### config.mk
export PLATFORM = sky130hd
export DESIGN_NAME = dual_axis_approach_steering
export DESIGN_NICKNAME = d
export VERILOG_FILES = /design/src/rtl/das_pkg.sv /design/src/rtl/das_csr.sv /design/src/rtl/das_front.sv /design/src/rtl/das_queue.sv /design/src/rtl/das_back.sv /design/src/rtl/dual_axis_approach_steering.sv
export SDC_FILE = /design/constraint.sdc
export NUM_CORES = 2
export LEC_CHECK = 0
export BUFFER_PORTS_ARGS = -buffer_cell sky130_fd_sc_hd__buf_2
export CORE_MARGIN = 3
export CORE_UTILIZATION = 50
export DETAILED_ROUTE_END_ITERATION = 10
export GPL_TIMING_DRIVEN = 1
export PLACE_DENSITY = 0.68
export SLEW_MARGIN = 5
export SYNTH_ARGS = -nofsm -noshare
export SYNTH_HDL_FRONTEND = slang
export SYNTH_SLANG_ARGS = --single-unit
### constraint.sdc
create_clock -name clock -period 11.5 [get_ports clock]
set_clock_uncertainty 0.2 [all_clocks]
set_input_delay 1.725 -clock clock [delete_from_list [all_inputs] [get_ports clock]]
set_output_delay 1.725 -clock clock [all_outputs]
set_load 0.01 [all_outputs]
### src/rtl/das_pkg.sv
// ----------------------------------------------------------------------------
// das_pkg
// Shared widths, register indexes, reset values and types of the
// differential-drive steering controller.
// ----------------------------------------------------------------------------
package das_pkg;

   localparam int POS_W       = 8;
   localparam int GAIN_W      = 16;
   localparam int ERR_W       = 9;
   localparam int SUM3_W      = 11;
   localparam int DIFF_W      = 10;
   localparam int PROD_W      = 27;
   localparam int ACC_W       = 28;
   localparam int PID_W       = ACC_W - 8;
   localparam int BIAS_W      = 14;
   localparam int MIX_W       = 22;
   localparam int SPD_W       = 11;
   localparam int DEC_W       = 8;
   localparam int DUTY_W      = 10;
   localparam int SLOPE_W     = 8;

   localparam int REQ_DATA_W  = 48;
   localparam int RSP_DATA_W  = 24;
   localparam int CSR_ADDR_W  = 5;
   localparam int CSR_DATA_W  = 32;
   localparam int REG_IDX_W   = 3;

   localparam int QDEPTH      = 4;
   localparam int QPTR_W      = 2;
   localparam int QCNT_W      = 3;

   localparam int STOP_RANGE  = 5;
   localparam int DIV10_MUL   = 205;
   localparam int DIV10_SHIFT = 11;

   localparam logic [REG_IDX_W-1:0] REG_X_TARGET = 3'd0;
   localparam logic [REG_IDX_W-1:0] REG_Y_TARGET = 3'd1;
   localparam logic [REG_IDX_W-1:0] REG_TURN_KP  = 3'd2;
   localparam logic [REG_IDX_W-1:0] REG_TURN_KI  = 3'd3;
   localparam logic [REG_IDX_W-1:0] REG_TURN_KD  = 3'd4;
   localparam logic [REG_IDX_W-1:0] REG_DRIVE_KP = 3'd5;
   localparam logic [REG_IDX_W-1:0] REG_DRIVE_KI = 3'd6;
   localparam logic [REG_IDX_W-1:0] REG_DRIVE_KD = 3'd7;

   localparam logic [POS_W-1:0]         X_TARGET_RST = 8'd60;
   localparam logic [POS_W-1:0]         Y_TARGET_RST = 8'd0;
   localparam logic signed [GAIN_W-1:0] TURN_KP_RST  = 16'sd1280;
   localparam logic signed [GAIN_W-1:0] DRIVE_KP_RST = 16'sd2048;
   localparam logic signed [GAIN_W-1:0] GAIN_ZERO    = 16'sd0;

   localparam logic FUNC_STEER = 1'b0;
   localparam logic FUNC_RAMP  = 1'b1;

   typedef struct packed {
      logic [POS_W-1:0]         x_target;
      logic [POS_W-1:0]         y_target;
      logic signed [GAIN_W-1:0] turn_kp;
      logic signed [GAIN_W-1:0] turn_ki;
      logic signed [GAIN_W-1:0] turn_kd;
      logic signed [GAIN_W-1:0] drive_kp;
      logic signed [GAIN_W-1:0] drive_ki;
      logic signed [GAIN_W-1:0] drive_kd;
   } cfg_type;

   typedef struct packed {
      logic                     func;
      logic                     halted;
      logic signed [PROD_W-1:0] turn_p;
      logic signed [PROD_W-1:0] turn_i;
      logic signed [PROD_W-1:0] turn_d;
      logic signed [PROD_W-1:0] drive_p;
      logic signed [PROD_W-1:0] drive_i;
      logic signed [PROD_W-1:0] drive_d;
      logic signed [BIAS_W-1:0] bias;
      logic signed [SPD_W-1:0]  left_floor;
      logic signed [SPD_W-1:0]  right_floor;
   } work_type;

endpackage

### src/rtl/das_csr.sv
// ----------------------------------------------------------------------------
// das_csr
// APB-style configuration registers: targets and PID gains of both axes.
// ----------------------------------------------------------------------------
module das_csr (
   input  logic                           clock,
   input  logic                           reset,
   input  logic                           csr_psel,
   input  logic                           csr_penable,
   input  logic                           csr_pwrite,
   input  logic [das_pkg::CSR_ADDR_W-1:0] csr_paddr,
   input  logic [das_pkg::CSR_DATA_W-1:0] csr_pwdata,
   output logic [das_pkg::CSR_DATA_W-1:0] csr_prdata,
   output logic                           csr_pready,
   output das_pkg::cfg_type               cfg
);
   import das_pkg::*;

   cfg_type               cfg_ff;
   cfg_type               cfg_in;
   logic [REG_IDX_W-1:0]  idx;
   logic                  wr;

   assign idx        = csr_paddr[CSR_ADDR_W-1:2];
   assign wr         = csr_psel && csr_penable && csr_pwrite;
   assign csr_pready = 1'b1;
   assign cfg        = cfg_ff;

   always_comb begin
      cfg_in = cfg_ff;
      if (wr) begin
         unique case (idx)
            REG_X_TARGET: cfg_in.x_target = csr_pwdata[POS_W-1:0];
            REG_Y_TARGET: cfg_in.y_target = csr_pwdata[POS_W-1:0];
            REG_TURN_KP:  cfg_in.turn_kp  = $signed(csr_pwdata[GAIN_W-1:0]);
            REG_TURN_KI:  cfg_in.turn_ki  = $signed(csr_pwdata[GAIN_W-1:0]);
            REG_TURN_KD:  cfg_in.turn_kd  = $signed(csr_pwdata[GAIN_W-1:0]);
            REG_DRIVE_KP: cfg_in.drive_kp = $signed(csr_pwdata[GAIN_W-1:0]);
            REG_DRIVE_KI: cfg_in.drive_ki = $signed(csr_pwdata[GAIN_W-1:0]);
            REG_DRIVE_KD: cfg_in.drive_kd = $signed(csr_pwdata[GAIN_W-1:0]);
         endcase
      end
   end

   always_ff @(posedge clock) begin
      if (reset) begin
         cfg_ff.x_target <= X_TARGET_RST;
         cfg_ff.y_target <= Y_TARGET_RST;
         cfg_ff.turn_kp  <= TURN_KP_RST;
         cfg_ff.turn_ki  <= GAIN_ZERO;
         cfg_ff.turn_kd  <= GAIN_ZERO;
         cfg_ff.drive_kp <= DRIVE_KP_RST;
         cfg_ff.drive_ki <= GAIN_ZERO;
         cfg_ff.drive_kd <= GAIN_ZERO;
      end else begin
         cfg_ff <= cfg_in;
      end
   end

   always_comb begin
      unique case (idx)
         REG_X_TARGET: csr_prdata = CSR_DATA_W'(cfg_ff.x_target);
         REG_Y_TARGET: csr_prdata = CSR_DATA_W'(cfg_ff.y_target);
         REG_TURN_KP:  csr_prdata = CSR_DATA_W'(cfg_ff.turn_kp);
         REG_TURN_KI:  csr_prdata = CSR_DATA_W'(cfg_ff.turn_ki);
         REG_TURN_KD:  csr_prdata = CSR_DATA_W'(cfg_ff.turn_kd);
         REG_DRIVE_KP: csr_prdata = CSR_DATA_W'(cfg_ff.drive_kp);
         REG_DRIVE_KI: csr_prdata = CSR_DATA_W'(cfg_ff.drive_ki);
         REG_DRIVE_KD: csr_prdata = CSR_DATA_W'(cfg_ff.drive_kd);
      endcase
   end

endmodule

### src/rtl/das_front.sv
// ----------------------------------------------------------------------------
// das_front
// Accepts items, forms the axis errors, keeps the error histories and
// computes the PID products and the slope bias.
// ----------------------------------------------------------------------------
module das_front #(
   parameter int SLOPE_GAIN = 10
) (
   input  logic                               clock,
   input  logic                               reset,
   input  das_pkg::cfg_type                   cfg,
   input  logic                               req_tvalid,
   output logic                               req_tready,
   input  logic                               func,
   input  logic [das_pkg::POS_W-1:0]          x_pos,
   input  logic [das_pkg::POS_W-1:0]          y_pos,
   input  logic signed [das_pkg::SLOPE_W-1:0] slope_value,
   input  logic signed [das_pkg::SPD_W-1:0]   left_floor,
   input  logic signed [das_pkg::SPD_W-1:0]   right_floor,
   input  logic [das_pkg::QCNT_W-1:0]         q_level,
   output logic                               push,
   output das_pkg::work_type                  push_data
);
   import das_pkg::*;

   logic                      accept;
   logic                      steer;
   logic signed [ERR_W-1:0]   ex;
   logic signed [ERR_W-1:0]   ey;
   logic [QCNT_W-1:0]         in_flight;

   logic signed [ERR_W-1:0]   turn_h0_ff, turn_h1_ff, drive_h0_ff, drive_h1_ff;

   logic                      f1_valid_ff;
   logic                      f1_func_ff;
   logic                      f1_halt_ff;
   logic signed [ERR_W-1:0]   f1_ex_ff, f1_ey_ff;
   logic signed [SUM3_W-1:0]  f1_xsum_ff, f1_ysum_ff;
   logic signed [DIFF_W-1:0]  f1_xdiff_ff, f1_ydiff_ff;
   logic signed [SLOPE_W-1:0] f1_slope_ff;
   logic signed [SPD_W-1:0]   f1_lfloor_ff, f1_rfloor_ff;

   logic                      f2_valid_ff;
   work_type                  f2_work_ff;
   work_type                  f2_work_in;

   assign in_flight  = q_level + QCNT_W'(f1_valid_ff) + QCNT_W'(f2_valid_ff);
   assign req_tready = in_flight < QCNT_W'(QDEPTH);
   assign accept     = req_tvalid && req_tready;
   assign steer      = accept && (func == FUNC_STEER);

   assign ex = $signed({1'b0, x_pos}) - $signed({1'b0, cfg.x_target});
   assign ey = $signed({1'b0, y_pos}) - $signed({1'b0, cfg.y_target});

   always_ff @(posedge clock) begin
      if (reset) begin
         turn_h0_ff  <= '0;
         turn_h1_ff  <= '0;
         drive_h0_ff <= '0;
         drive_h1_ff <= '0;
      end else if (steer) begin
         turn_h0_ff  <= ex;
         turn_h1_ff  <= turn_h0_ff;
         drive_h0_ff <= ey;
         drive_h1_ff <= drive_h0_ff;
      end
   end

   always_ff @(posedge clock) begin
      if (reset) begin
         f1_valid_ff <= 1'b0;
         f2_valid_ff <= 1'b0;
      end else begin
         f1_valid_ff <= accept;
         f2_valid_ff <= f1_valid_ff;
      end
   end

   always_ff @(posedge clock) begin
      f1_func_ff   <= func;
      f1_halt_ff   <= ey <= $signed(ERR_W'(STOP_RANGE));
      f1_ex_ff     <= ex;
      f1_ey_ff     <= ey;
      f1_xsum_ff   <= SUM3_W'(ex) + SUM3_W'(turn_h0_ff) + SUM3_W'(turn_h1_ff);
      f1_ysum_ff   <= SUM3_W'(ey) + SUM3_W'(drive_h0_ff) + SUM3_W'(drive_h1_ff);
      f1_xdiff_ff  <= DIFF_W'(ex) - DIFF_W'(turn_h0_ff);
      f1_ydiff_ff  <= DIFF_W'(ey) - DIFF_W'(drive_h0_ff);
      f1_slope_ff  <= slope_value;
      f1_lfloor_ff <= left_floor;
      f1_rfloor_ff <= right_floor;
   end

   always_comb begin
      f2_work_in.func        = f1_func_ff;
      f2_work_in.halted      = f1_halt_ff;
      f2_work_in.turn_p      = PROD_W'(f1_ex_ff) * PROD_W'(cfg.turn_kp);
      f2_work_in.turn_i      = PROD_W'(f1_xsum_ff) * PROD_W'(cfg.turn_ki);
      f2_work_in.turn_d      = PROD_W'(f1_xdiff_ff) * PROD_W'(cfg.turn_kd);
      f2_work_in.drive_p     = PROD_W'(f1_ey_ff) * PROD_W'(cfg.drive_kp);
      f2_work_in.drive_i     = PROD_W'(f1_ysum_ff) * PROD_W'(cfg.drive_ki);
      f2_work_in.drive_d     = PROD_W'(f1_ydiff_ff) * PROD_W'(cfg.drive_kd);
      f2_work_in.bias        = BIAS_W'(f1_slope_ff) * $signed(BIAS_W'(SLOPE_GAIN));
      f2_work_in.left_floor  = f1_lfloor_ff;
      f2_work_in.right_floor = f1_rfloor_ff;
   end

   always_ff @(posedge clock) begin
      f2_work_ff <= f2_work_in;
   end

   assign push      = f2_valid_ff;
   assign push_data = f2_work_ff;

endmodule

### src/rtl/das_queue.sv
// ----------------------------------------------------------------------------
// das_queue
// Short FIFO that decouples the front stages from the back stages.
// ----------------------------------------------------------------------------
module das_queue (
   input  logic                       clock,
   input  logic                       reset,
   input  logic                       push,
   input  das_pkg::work_type          push_data,
   input  logic                       pop,
   output logic                       q_valid,
   output das_pkg::work_type          q_data,
   output logic [das_pkg::QCNT_W-1:0] q_level
);
   import das_pkg::*;

   work_type           entry_ff [QDEPTH];
   logic [QPTR_W-1:0]  wr_ptr_ff, rd_ptr_ff;
   logic [QCNT_W-1:0]  count_ff;
   logic               do_pop;

   assign q_valid = count_ff != '0;
   assign q_data  = entry_ff[rd_ptr_ff];
   assign q_level = count_ff;
   assign do_pop  = pop && q_valid;

   always_ff @(posedge clock) begin
      if (push) begin
         entry_ff[wr_ptr_ff] <= push_data;
      end
   end

   always_ff @(posedge clock) begin
      if (reset) begin
         wr_ptr_ff <= '0;
         rd_ptr_ff <= '0;
         count_ff  <= '0;
      end else begin
         if (push) begin
            wr_ptr_ff <= wr_ptr_ff + 1'b1;
         end
         if (do_pop) begin
            rd_ptr_ff <= rd_ptr_ff + 1'b1;
         end
         count_ff <= count_ff + QCNT_W'(push) - QCNT_W'(do_pop);
      end
   end

endmodule

### src/rtl/das_back.sv
// ----------------------------------------------------------------------------
// das_back
// Sums the PID products, mixes the motor speeds, clamps them, keeps the
// held speeds and decrements, and drives the result register.
// ----------------------------------------------------------------------------
module das_back #(
   parameter int SPEED_LIMIT = 850
) (
   input  logic                              clock,
   input  logic                              reset,
   input  logic                              q_valid,
   input  das_pkg::work_type                 q_data,
   output logic                              pop,
   output logic                              rsp_tvalid,
   input  logic                              rsp_tready,
   output logic                              left_forward,
   output logic [das_pkg::DUTY_W-1:0]        left_duty,
   output logic                              right_forward,
   output logic [das_pkg::DUTY_W-1:0]        right_duty,
   output logic                              halted
);
   import das_pkg::*;

   localparam logic signed [MIX_W-1:0] LIMIT_MIX = MIX_W'(SPEED_LIMIT);

   function automatic logic signed [SPD_W-1:0] clamp_speed(input logic signed [MIX_W-1:0] v);
      logic signed [MIX_W-1:0] c;
      if (v > LIMIT_MIX) begin
         c = LIMIT_MIX;
      end else if (v < -LIMIT_MIX) begin
         c = -LIMIT_MIX;
      end else begin
         c = v;
      end
      return c[SPD_W-1:0];
   endfunction

   function automatic logic signed [DEC_W-1:0] tenth(input logic signed [SPD_W-1:0] v);
      logic [SPD_W-1:0]   mag;
      logic [SPD_W+7:0]   prod;
      logic [DEC_W-1:0]   q;
      mag  = v[SPD_W-1] ? (~v + 1'b1) : v;
      prod = (SPD_W+8)'(mag) * (SPD_W+8)'(DIV10_MUL);
      q    = prod[SPD_W+7:DIV10_SHIFT];
      return $signed(v[SPD_W-1] ? -q : q);
   endfunction

   function automatic logic signed [SPD_W-1:0] ramp_step(input logic signed [SPD_W-1:0] held,
                                                         input logic signed [DEC_W-1:0] dec,
                                                         input logic signed [SPD_W-1:0] flr);
      logic signed [MIX_W-1:0] nxt;
      logic signed [MIX_W-1:0] lim;
      nxt = MIX_W'(held) - MIX_W'(dec);
      lim = MIX_W'(flr);
      return clamp_speed((nxt >= lim) ? nxt : lim);
   endfunction

   function automatic logic [DUTY_W-1:0] duty_of(input logic signed [SPD_W-1:0] v);
      logic [SPD_W-1:0] mag;
      mag = v[SPD_W-1] ? (~v + 1'b1) : v;
      return mag[DUTY_W-1:0];
   endfunction

   logic adv;

   logic                     b1_valid_ff, b2_valid_ff, b3_valid_ff, b4_valid_ff;
   logic                     b1_func_ff, b2_func_ff, b3_func_ff, b4_func_ff;
   logic                     b1_halt_ff, b2_halt_ff, b3_halt_ff, b4_halt_ff;
   logic signed [SPD_W-1:0]  b1_lflr_ff, b2_lflr_ff, b3_lflr_ff, b4_lflr_ff;
   logic signed [SPD_W-1:0]  b1_rflr_ff, b2_rflr_ff, b3_rflr_ff, b4_rflr_ff;
   logic signed [BIAS_W-1:0] b1_bias_ff, b2_bias_ff;
   logic signed [ACC_W-1:0]  b1_tacc_ff, b1_dacc_ff;
   logic signed [ACC_W-1:0]  tadj, dadj;
   logic signed [PID_W-1:0]  b2_turn_ff, b2_fwd_ff;
   logic signed [SPD_W-1:0]  b3_left_ff, b3_right_ff, b4_left_ff, b4_right_ff;
   logic signed [DEC_W-1:0]  b4_ldec_ff, b4_rdec_ff;

   logic signed [SPD_W-1:0]  lheld_ff, rheld_ff, lheld_in, rheld_in;
   logic signed [DEC_W-1:0]  ldec_ff, rdec_ff, ldec_in, rdec_in;
   logic signed [SPD_W-1:0]  lout, rout;

   logic                     rsp_valid_ff;
   logic                     lfwd_ff, rfwd_ff, halt_ff;
   logic [DUTY_W-1:0]        lduty_ff, rduty_ff;

   assign adv = !rsp_valid_ff || rsp_tready;
   assign pop = adv && q_valid;

   always_ff @(posedge clock) begin
      if (reset) begin
         b1_valid_ff  <= 1'b0;
         b2_valid_ff  <= 1'b0;
         b3_valid_ff  <= 1'b0;
         b4_valid_ff  <= 1'b0;
         rsp_valid_ff <= 1'b0;
      end else if (adv) begin
         b1_valid_ff  <= q_valid;
         b2_valid_ff  <= b1_valid_ff;
         b3_valid_ff  <= b2_valid_ff;
         b4_valid_ff  <= b3_valid_ff;
         rsp_valid_ff <= b4_valid_ff;
      end
   end

   assign tadj = b1_tacc_ff + {{(ACC_W-8){1'b0}}, {8{b1_tacc_ff[ACC_W-1]}}};
   assign dadj = b1_dacc_ff + {{(ACC_W-8){1'b0}}, {8{b1_dacc_ff[ACC_W-1]}}};

   always_ff @(posedge clock) begin
      if (adv) begin
         b1_func_ff  <= q_data.func;
         b1_halt_ff  <= q_data.halted;
         b1_lflr_ff  <= q_data.left_floor;
         b1_rflr_ff  <= q_data.right_floor;
         b1_bias_ff  <= q_data.bias;
         b1_tacc_ff  <= ACC_W'(q_data.turn_p) + ACC_W'(q_data.turn_i)
                        + ACC_W'(q_data.turn_d);
         b1_dacc_ff  <= ACC_W'(q_data.drive_p) + ACC_W'(q_data.drive_i)
                        + ACC_W'(q_data.drive_d);

         b2_func_ff  <= b1_func_ff;
         b2_halt_ff  <= b1_halt_ff;
         b2_lflr_ff  <= b1_lflr_ff;
         b2_rflr_ff  <= b1_rflr_ff;
         b2_bias_ff  <= b1_bias_ff;
         b2_turn_ff  <= $signed(tadj[ACC_W-1:8]);
         b2_fwd_ff   <= $signed(dadj[ACC_W-1:8]);

         b3_func_ff  <= b2_func_ff;
         b3_halt_ff  <= b2_halt_ff;
         b3_lflr_ff  <= b2_lflr_ff;
         b3_rflr_ff  <= b2_rflr_ff;
         b3_left_ff  <= clamp_speed(MIX_W'(b2_fwd_ff) - MIX_W'(b2_turn_ff)
                                    - MIX_W'(b2_bias_ff));
         b3_right_ff <= clamp_speed(MIX_W'(b2_fwd_ff) + MIX_W'(b2_turn_ff)
                                    + MIX_W'(b2_bias_ff));

         b4_func_ff  <= b3_func_ff;
         b4_halt_ff  <= b3_halt_ff;
         b4_lflr_ff  <= b3_lflr_ff;
         b4_rflr_ff  <= b3_rflr_ff;
         b4_left_ff  <= b3_left_ff;
         b4_right_ff <= b3_right_ff;
         b4_ldec_ff  <= tenth(b3_left_ff);
         b4_rdec_ff  <= tenth(b3_right_ff);
      end
   end

   always_comb begin
      lheld_in = lheld_ff;
      rheld_in = rheld_ff;
      ldec_in  = ldec_ff;
      rdec_in  = rdec_ff;
      if (adv && b4_valid_ff) begin
         if (b4_func_ff == FUNC_RAMP) begin
            lheld_in = ramp_step(lheld_ff, ldec_ff, b4_lflr_ff);
            rheld_in = ramp_step(rheld_ff, rdec_ff, b4_rflr_ff);
         end else if (!b4_halt_ff) begin
            lheld_in = b4_left_ff;
            rheld_in = b4_right_ff;
            ldec_in  = b4_ldec_ff;
            rdec_in  = b4_rdec_ff;
         end
      end
   end

   always_ff @(posedge clock) begin
      if (reset) begin
         lheld_ff <= '0;
         rheld_ff <= '0;
         ldec_ff  <= '0;
         rdec_ff  <= '0;
      end else begin
         lheld_ff <= lheld_in;
         rheld_ff <= rheld_in;
         ldec_ff  <= ldec_in;
         rdec_ff  <= rdec_in;
      end
   end

   assign lout = (b4_func_ff == FUNC_STEER && b4_halt_ff) ? '0 : lheld_in;
   assign rout = (b4_func_ff == FUNC_STEER && b4_halt_ff) ? '0 : rheld_in;

   always_ff @(posedge clock) begin
      if (adv) begin
         lfwd_ff  <= !lout[SPD_W-1] && (lout != '0);
         rfwd_ff  <= !rout[SPD_W-1] && (rout != '0);
         lduty_ff <= duty_of(lout);
         rduty_ff <= duty_of(rout);
         halt_ff  <= (b4_func_ff == FUNC_STEER) && b4_halt_ff;
      end
   end

   assign rsp_tvalid    = rsp_valid_ff;
   assign left_forward  = lfwd_ff;
   assign left_duty     = lduty_ff;
   assign right_forward = rfwd_ff;
   assign right_duty    = rduty_ff;
   assign halted        = halt_ff;

endmodule

### src/rtl/dual_axis_approach_steering.sv
// ----------------------------------------------------------------------------
// dual_axis_approach_steering
// Differential-drive steering controller with two PID axes and ramp-down.
// ----------------------------------------------------------------------------
// An item passes stages f1 and f2, the queue, stages b1 to b4 and the result register.
// Throughput: one item per cycle while the result channel is not stalled and the front has room.
// The front accepts while its stages and the four-entry queue have room.
// Reset clears the histories, held speeds, decrements, queue and valid bits
// and loads the register reset values; no clearing pass is needed.
// ----------------------------------------------------------------------------
module dual_axis_approach_steering #(
   parameter int SPEED_LIMIT = 850,
   parameter int SLOPE_GAIN  = 10
) (
   input  logic                           clock,
   input  logic                           reset,
   input  logic                           req_tvalid,
   output logic                           req_tready,
   // x_pos[7:0], y_pos[15:8], slope_value[23:16], left_floor[34:24],
   // right_floor[45:35], zero[47:46]
   input  logic [das_pkg::REQ_DATA_W-1:0] req_tdata,
   // func[0]
   input  logic                           req_tuser,
   output logic                           rsp_tvalid,
   input  logic                           rsp_tready,
   // left_forward[0], left_duty[10:1], right_forward[11], right_duty[21:12],
   // zero[23:22]
   output logic [das_pkg::RSP_DATA_W-1:0] rsp_tdata,
   // halted[0]
   output logic                           rsp_tuser,
   input  logic                           csr_psel,
   input  logic                           csr_penable,
   input  logic                           csr_pwrite,
   input  logic [das_pkg::CSR_ADDR_W-1:0] csr_paddr,
   input  logic [das_pkg::CSR_DATA_W-1:0] csr_pwdata,
   output logic [das_pkg::CSR_DATA_W-1:0] csr_prdata,
   output logic                           csr_pready
);
   import das_pkg::*;

   cfg_type            cfg;
   logic               push, pop, q_valid;
   work_type           push_data, q_data;
   logic [QCNT_W-1:0]  q_level;
   logic               left_forward, right_forward, halted;
   logic [DUTY_W-1:0]  left_duty, right_duty;

   das_csr u_csr (
      .clock       (clock),
      .reset       (reset),
      .csr_psel    (csr_psel),
      .csr_penable (csr_penable),
      .csr_pwrite  (csr_pwrite),
      .csr_paddr   (csr_paddr),
      .csr_pwdata  (csr_pwdata),
      .csr_prdata  (csr_prdata),
      .csr_pready  (csr_pready),
      .cfg         (cfg)
   );

   das_front #(
      .SLOPE_GAIN (SLOPE_GAIN)
   ) u_front (
      .clock       (clock),
      .reset       (reset),
      .cfg         (cfg),
      .req_tvalid  (req_tvalid),
      .req_tready  (req_tready),
      .func        (req_tuser),
      .x_pos       (req_tdata[7:0]),
      .y_pos       (req_tdata[15:8]),
      .slope_value ($signed(req_tdata[23:16])),
      .left_floor  ($signed(req_tdata[34:24])),
      .right_floor ($signed(req_tdata[45:35])),
      .q_level     (q_level),
      .push        (push),
      .push_data   (push_data)
   );

   das_queue u_queue (
      .clock     (clock),
      .reset     (reset),
      .push      (push),
      .push_data (push_data),
      .pop       (pop),
      .q_valid   (q_valid),
      .q_data    (q_data),
      .q_level   (q_level)
   );

   das_back #(
      .SPEED_LIMIT (SPEED_LIMIT)
   ) u_back (
      .clock         (clock),
      .reset         (reset),
      .q_valid       (q_valid),
      .q_data        (q_data),
      .pop           (pop),
      .rsp_tvalid    (rsp_tvalid),
      .rsp_tready    (rsp_tready),
      .left_forward  (left_forward),
      .left_duty     (left_duty),
      .right_forward (right_forward),
      .right_duty    (right_duty),
      .halted        (halted)
   );

   assign rsp_tdata = {2'b00, right_duty, right_forward, left_duty, left_forward};
   assign rsp_tuser = halted;

endmodule

==> flow_summary.toml <==
[run_status]
status = "completed"

[sta]
report.final.hold_viol_count = 0
fmax_mhz = 142
hold-worst-slack_ps = 125
relSlewSlack_pct = 15.4
period_needed_ps = 7040
tns_ps = 0
maxSlewViolCount = 0
setup_viol = 0
worst_pin_slew_ps = 1260
grt_setup_unrepaired = "no"
fin_crit_sh_pct = 61.2

[min_path]
hp-start = "u_front.f1_lfloor_ff[9]"
hold_end = "u_front.push_data[20]"
hp-class = "reg2reg"
holdPathStages = 0

[grt]
grt_use_total_pct = 22.1
grt_antenna_before_repair = 17
grt_pass1_wl_mm = 364
grt_max_degree = 204
first_global_vias = 65600
overflow = 0

[floorplanning]
core.rowCount = 164
initial_utilization_pct = 50.6
dieArea_sq_um = 209000
io_pins = 153
fp.dieH_microns = 457
die_w_microns = 457
coreArea_sq_um = 201000

[route]
ant_nets = 0
drtIter0Drc = 4602
drcViolationCount = 0
wl_mm = 228
vias_per_cell = 5.49
avgRoutedWirePerCell_microns = 19.9
first_pass_iters = 6
routed-via-count = 62700

[final_layout]
regArea_sq_um = 41800
fillers = 16700
finalNetCount = 10400
multi_input_area_sq_um = 54100
fin_util_pct = 54.9
syn_to_final_growth_pct = 8.50
instances_no_fill = 11400
drive_gt1_share_pct = 8.21

[yosys]
yosysSeqAreaShare_pct = 41.1
synthArstFlopShare_pct = 0
ys_top_cells_by_count = "inv_1, edfxtp_1, fa_1, nand2_1, ha_1"
yosys_warnings = 0
synth.most_common_cell = "inv_1"
netlist_area_sq_um = 102000
synth.largest_area_cell = "edfxtp_1"
ys_seq_elements = 1553
syn_area_per_cell_sq_um = 11.8
synth_top_cell_area_share_pct = 31.5
ys.flop_type = "edfxtp_1"
synth_cell_type_count = 96
synthCells = 8615
synth_area_leaders = "edfxtp_1, fa_1, dfxtp_1"
synth-edff-count = 1067

[power]
total_power_mw = 34.0
switching_share_pct = 43.9
combPwrFrac_pct = 58.8
p_seq_share_pct = 25.5
p_switching_mw = 14.9
ir_drop_uv = 1050
leakagePower_nw = 44.4
power.density_nw_per_um2 = 308
internal_power_mw = 19.1
pwr-share-clk_pct = 15.7

[clock_tree]
cts_setup_buffers = 0
htreeDepth = 4
post_cts_resized = 0
cts-root-buf = "clkbuf_16"
cts_tree = "built"
cts_buffers = 163
hold_buffers = 0
clk_latency_ps = 800
clk_pin_slew_ps = 60
clock-sinks = 1553
cts_buffer_depth = 3

[setup_path]
worstPathRequired_ps = 11820
crit_path_frequent_cell = "o21ai_0"
crit_chain = "buf_4 -> buf_4 -> mux4_2 -> fa_1 -> ha_1 -> inv_1 -> fa_1 -> nor2b_1 -> o21ai_0 -> a21boi_0 -> o21ai_0 -> a21boi_0 -> o21ai_0 -> a31oi_1 -> o211ai_1 -> a31oi_1 -> o21ai_0 -> a21oi_1 -> a31oi_1"
path_max_fanout = 50
cp-end-kind = "flop"
slowest_stage = "buf_4"
cp.arrival_ps = 7360
critical-path-max-stage-delay_ps = 720
regToRegEndpoint = "u_back.b1_dacc_ff[25]"
cp-start-kind = "flop"
rrSetupSlack_ps = 4460
path_class = "reg2reg"
r2r_cells = 19

[placed_design]
place.gp.congestion = 0.894
dpl.hpwl_mm = 169
portBuffers = 129
place_inst = 11100

[flow_run]
max_cap_viol_count = 0
## metrics by stage
| stage | worst slack (ps) | cell area [sq um] |
|---|---|---|
| floorplan | 2190 | 102000 |
| global placement | 4710 | 105000 |
| detailed placement | 4550 | 105000 |
| CTS | 4480 | 110000 |
| global route | 4020 | 110000 |
| finish | 4460 | 110000 |
## how the worst max path moves through the flow
stage	startpoint	end	cells after the start
final	flop	u_back.b1_dacc_ff[25]	19
after floorplan	rsp_tready	u_back.left_forward	13
after CTS	flop	u_back.b1_dacc_ff[25]	19
after detailed placement	flop	u_back.b1_dacc_ff[25]	19
after global routing	flop	u_back.b1_dacc_ff[25]	19
after global placement	flop	u_back.b1_dacc_ff[25]	19
## power groups by stage
stage               clock network, mW  logic, mW  registers, mW
global route                     5.70       22.5           8.79
global placement                    0       19.2           8.74
finish                           5.35       20.0           8.68
floorplan                           0       15.3           8.23
detailed placement                  0       19.9           8.80
CTS                              5.48       20.1           8.68
## layout by cell type, fill, tap and decap left out, drive strengths merged, types with 21 or more instances in the layout
cell type,count
nor2,261
and2,453
nor2b,57
o21a,28
nand2b,123
nand2,908
dfxtp,486
o21bai,48
a31oi,38
a211oi,36
or3,34
buf,183
nand3,76
nand4,26
mux2i,46
clkinv,62
or2,25
edfxtp,1067
and3,39
mux4,199
inv,1220
clkbuf,213
xor2,99
nor3,114
a21oi,406
xnor2,295
ha,677
o31ai,21
fa,1003
a21o,82
o21ai,151
## worst max-delay path, delay by kind of cell (launching register included)
kind,cells,cell delay (ps)
AO/OA/AOI/OAI,11,2460
adder cells (fa/ha/maj),3,1200
buffers and inverters,3,1460
flip-flops,1,700
multiplexers,1,430
AND/OR/NAND/NOR,1,120
## state kept, by name, indices dropped and copies added, names as in the netlist, 12 cells and up, named ones only
name	count
u_back.b1_bias_ff	12
u_front.push_data	192
u_back.b2_bias_ff	12
u_back.b1_dacc_ff	28
u_csr.cfg	112
u_back.b1_tacc_ff	28
u_queue.entry_ff	768
u_back.b2_fwd_ff	20
u_back.b2_turn_ff	20
## layout make-up
| class | count | share of cell area, % |
|---|---|---|
| Tap cell | 2656 | 3.01 |
| Inverter | 1210 | 4.12 |
| Sequential cell | 1553 | 37.8 |
| Clock buffer | 213 | 4.07 |
| Timing Repair Buffer | 183 | 0.969 |
| Clock inverter | 94 | 0.982 |
| Antenna cell | 2 | 0.00453 |
| Multi-Input combinational cell | 5518 | 49.0 |
## logic make-up (layout without fill, tap and decap cells)
family	count (synthesis)	in the layout	share of synthesized area (%)
AOI/OAI and AO/OA	1013	1013	6.36
xor gates and xnor gates	394	394	3.39
adders and majority gates	1680	1680	28.1
buffers and inverters	1545	1700	5.80
DFF	1553	1553	41.1
muxes	254	254	4.96
other	2	5	0.00738
and+or+nand+nor	2174	2174	10.4
## metal layers
metal  track usage, %  vias up  part of all wire, %
li1                 -    28900                    -
met1             29.8    31700                   42
met2             37.2     1785                   48
met3             3.52      335                  6.2
met4             6.52        4                  2.9
met5                0        -                0.010
Power figures use the tool's default switching activity.
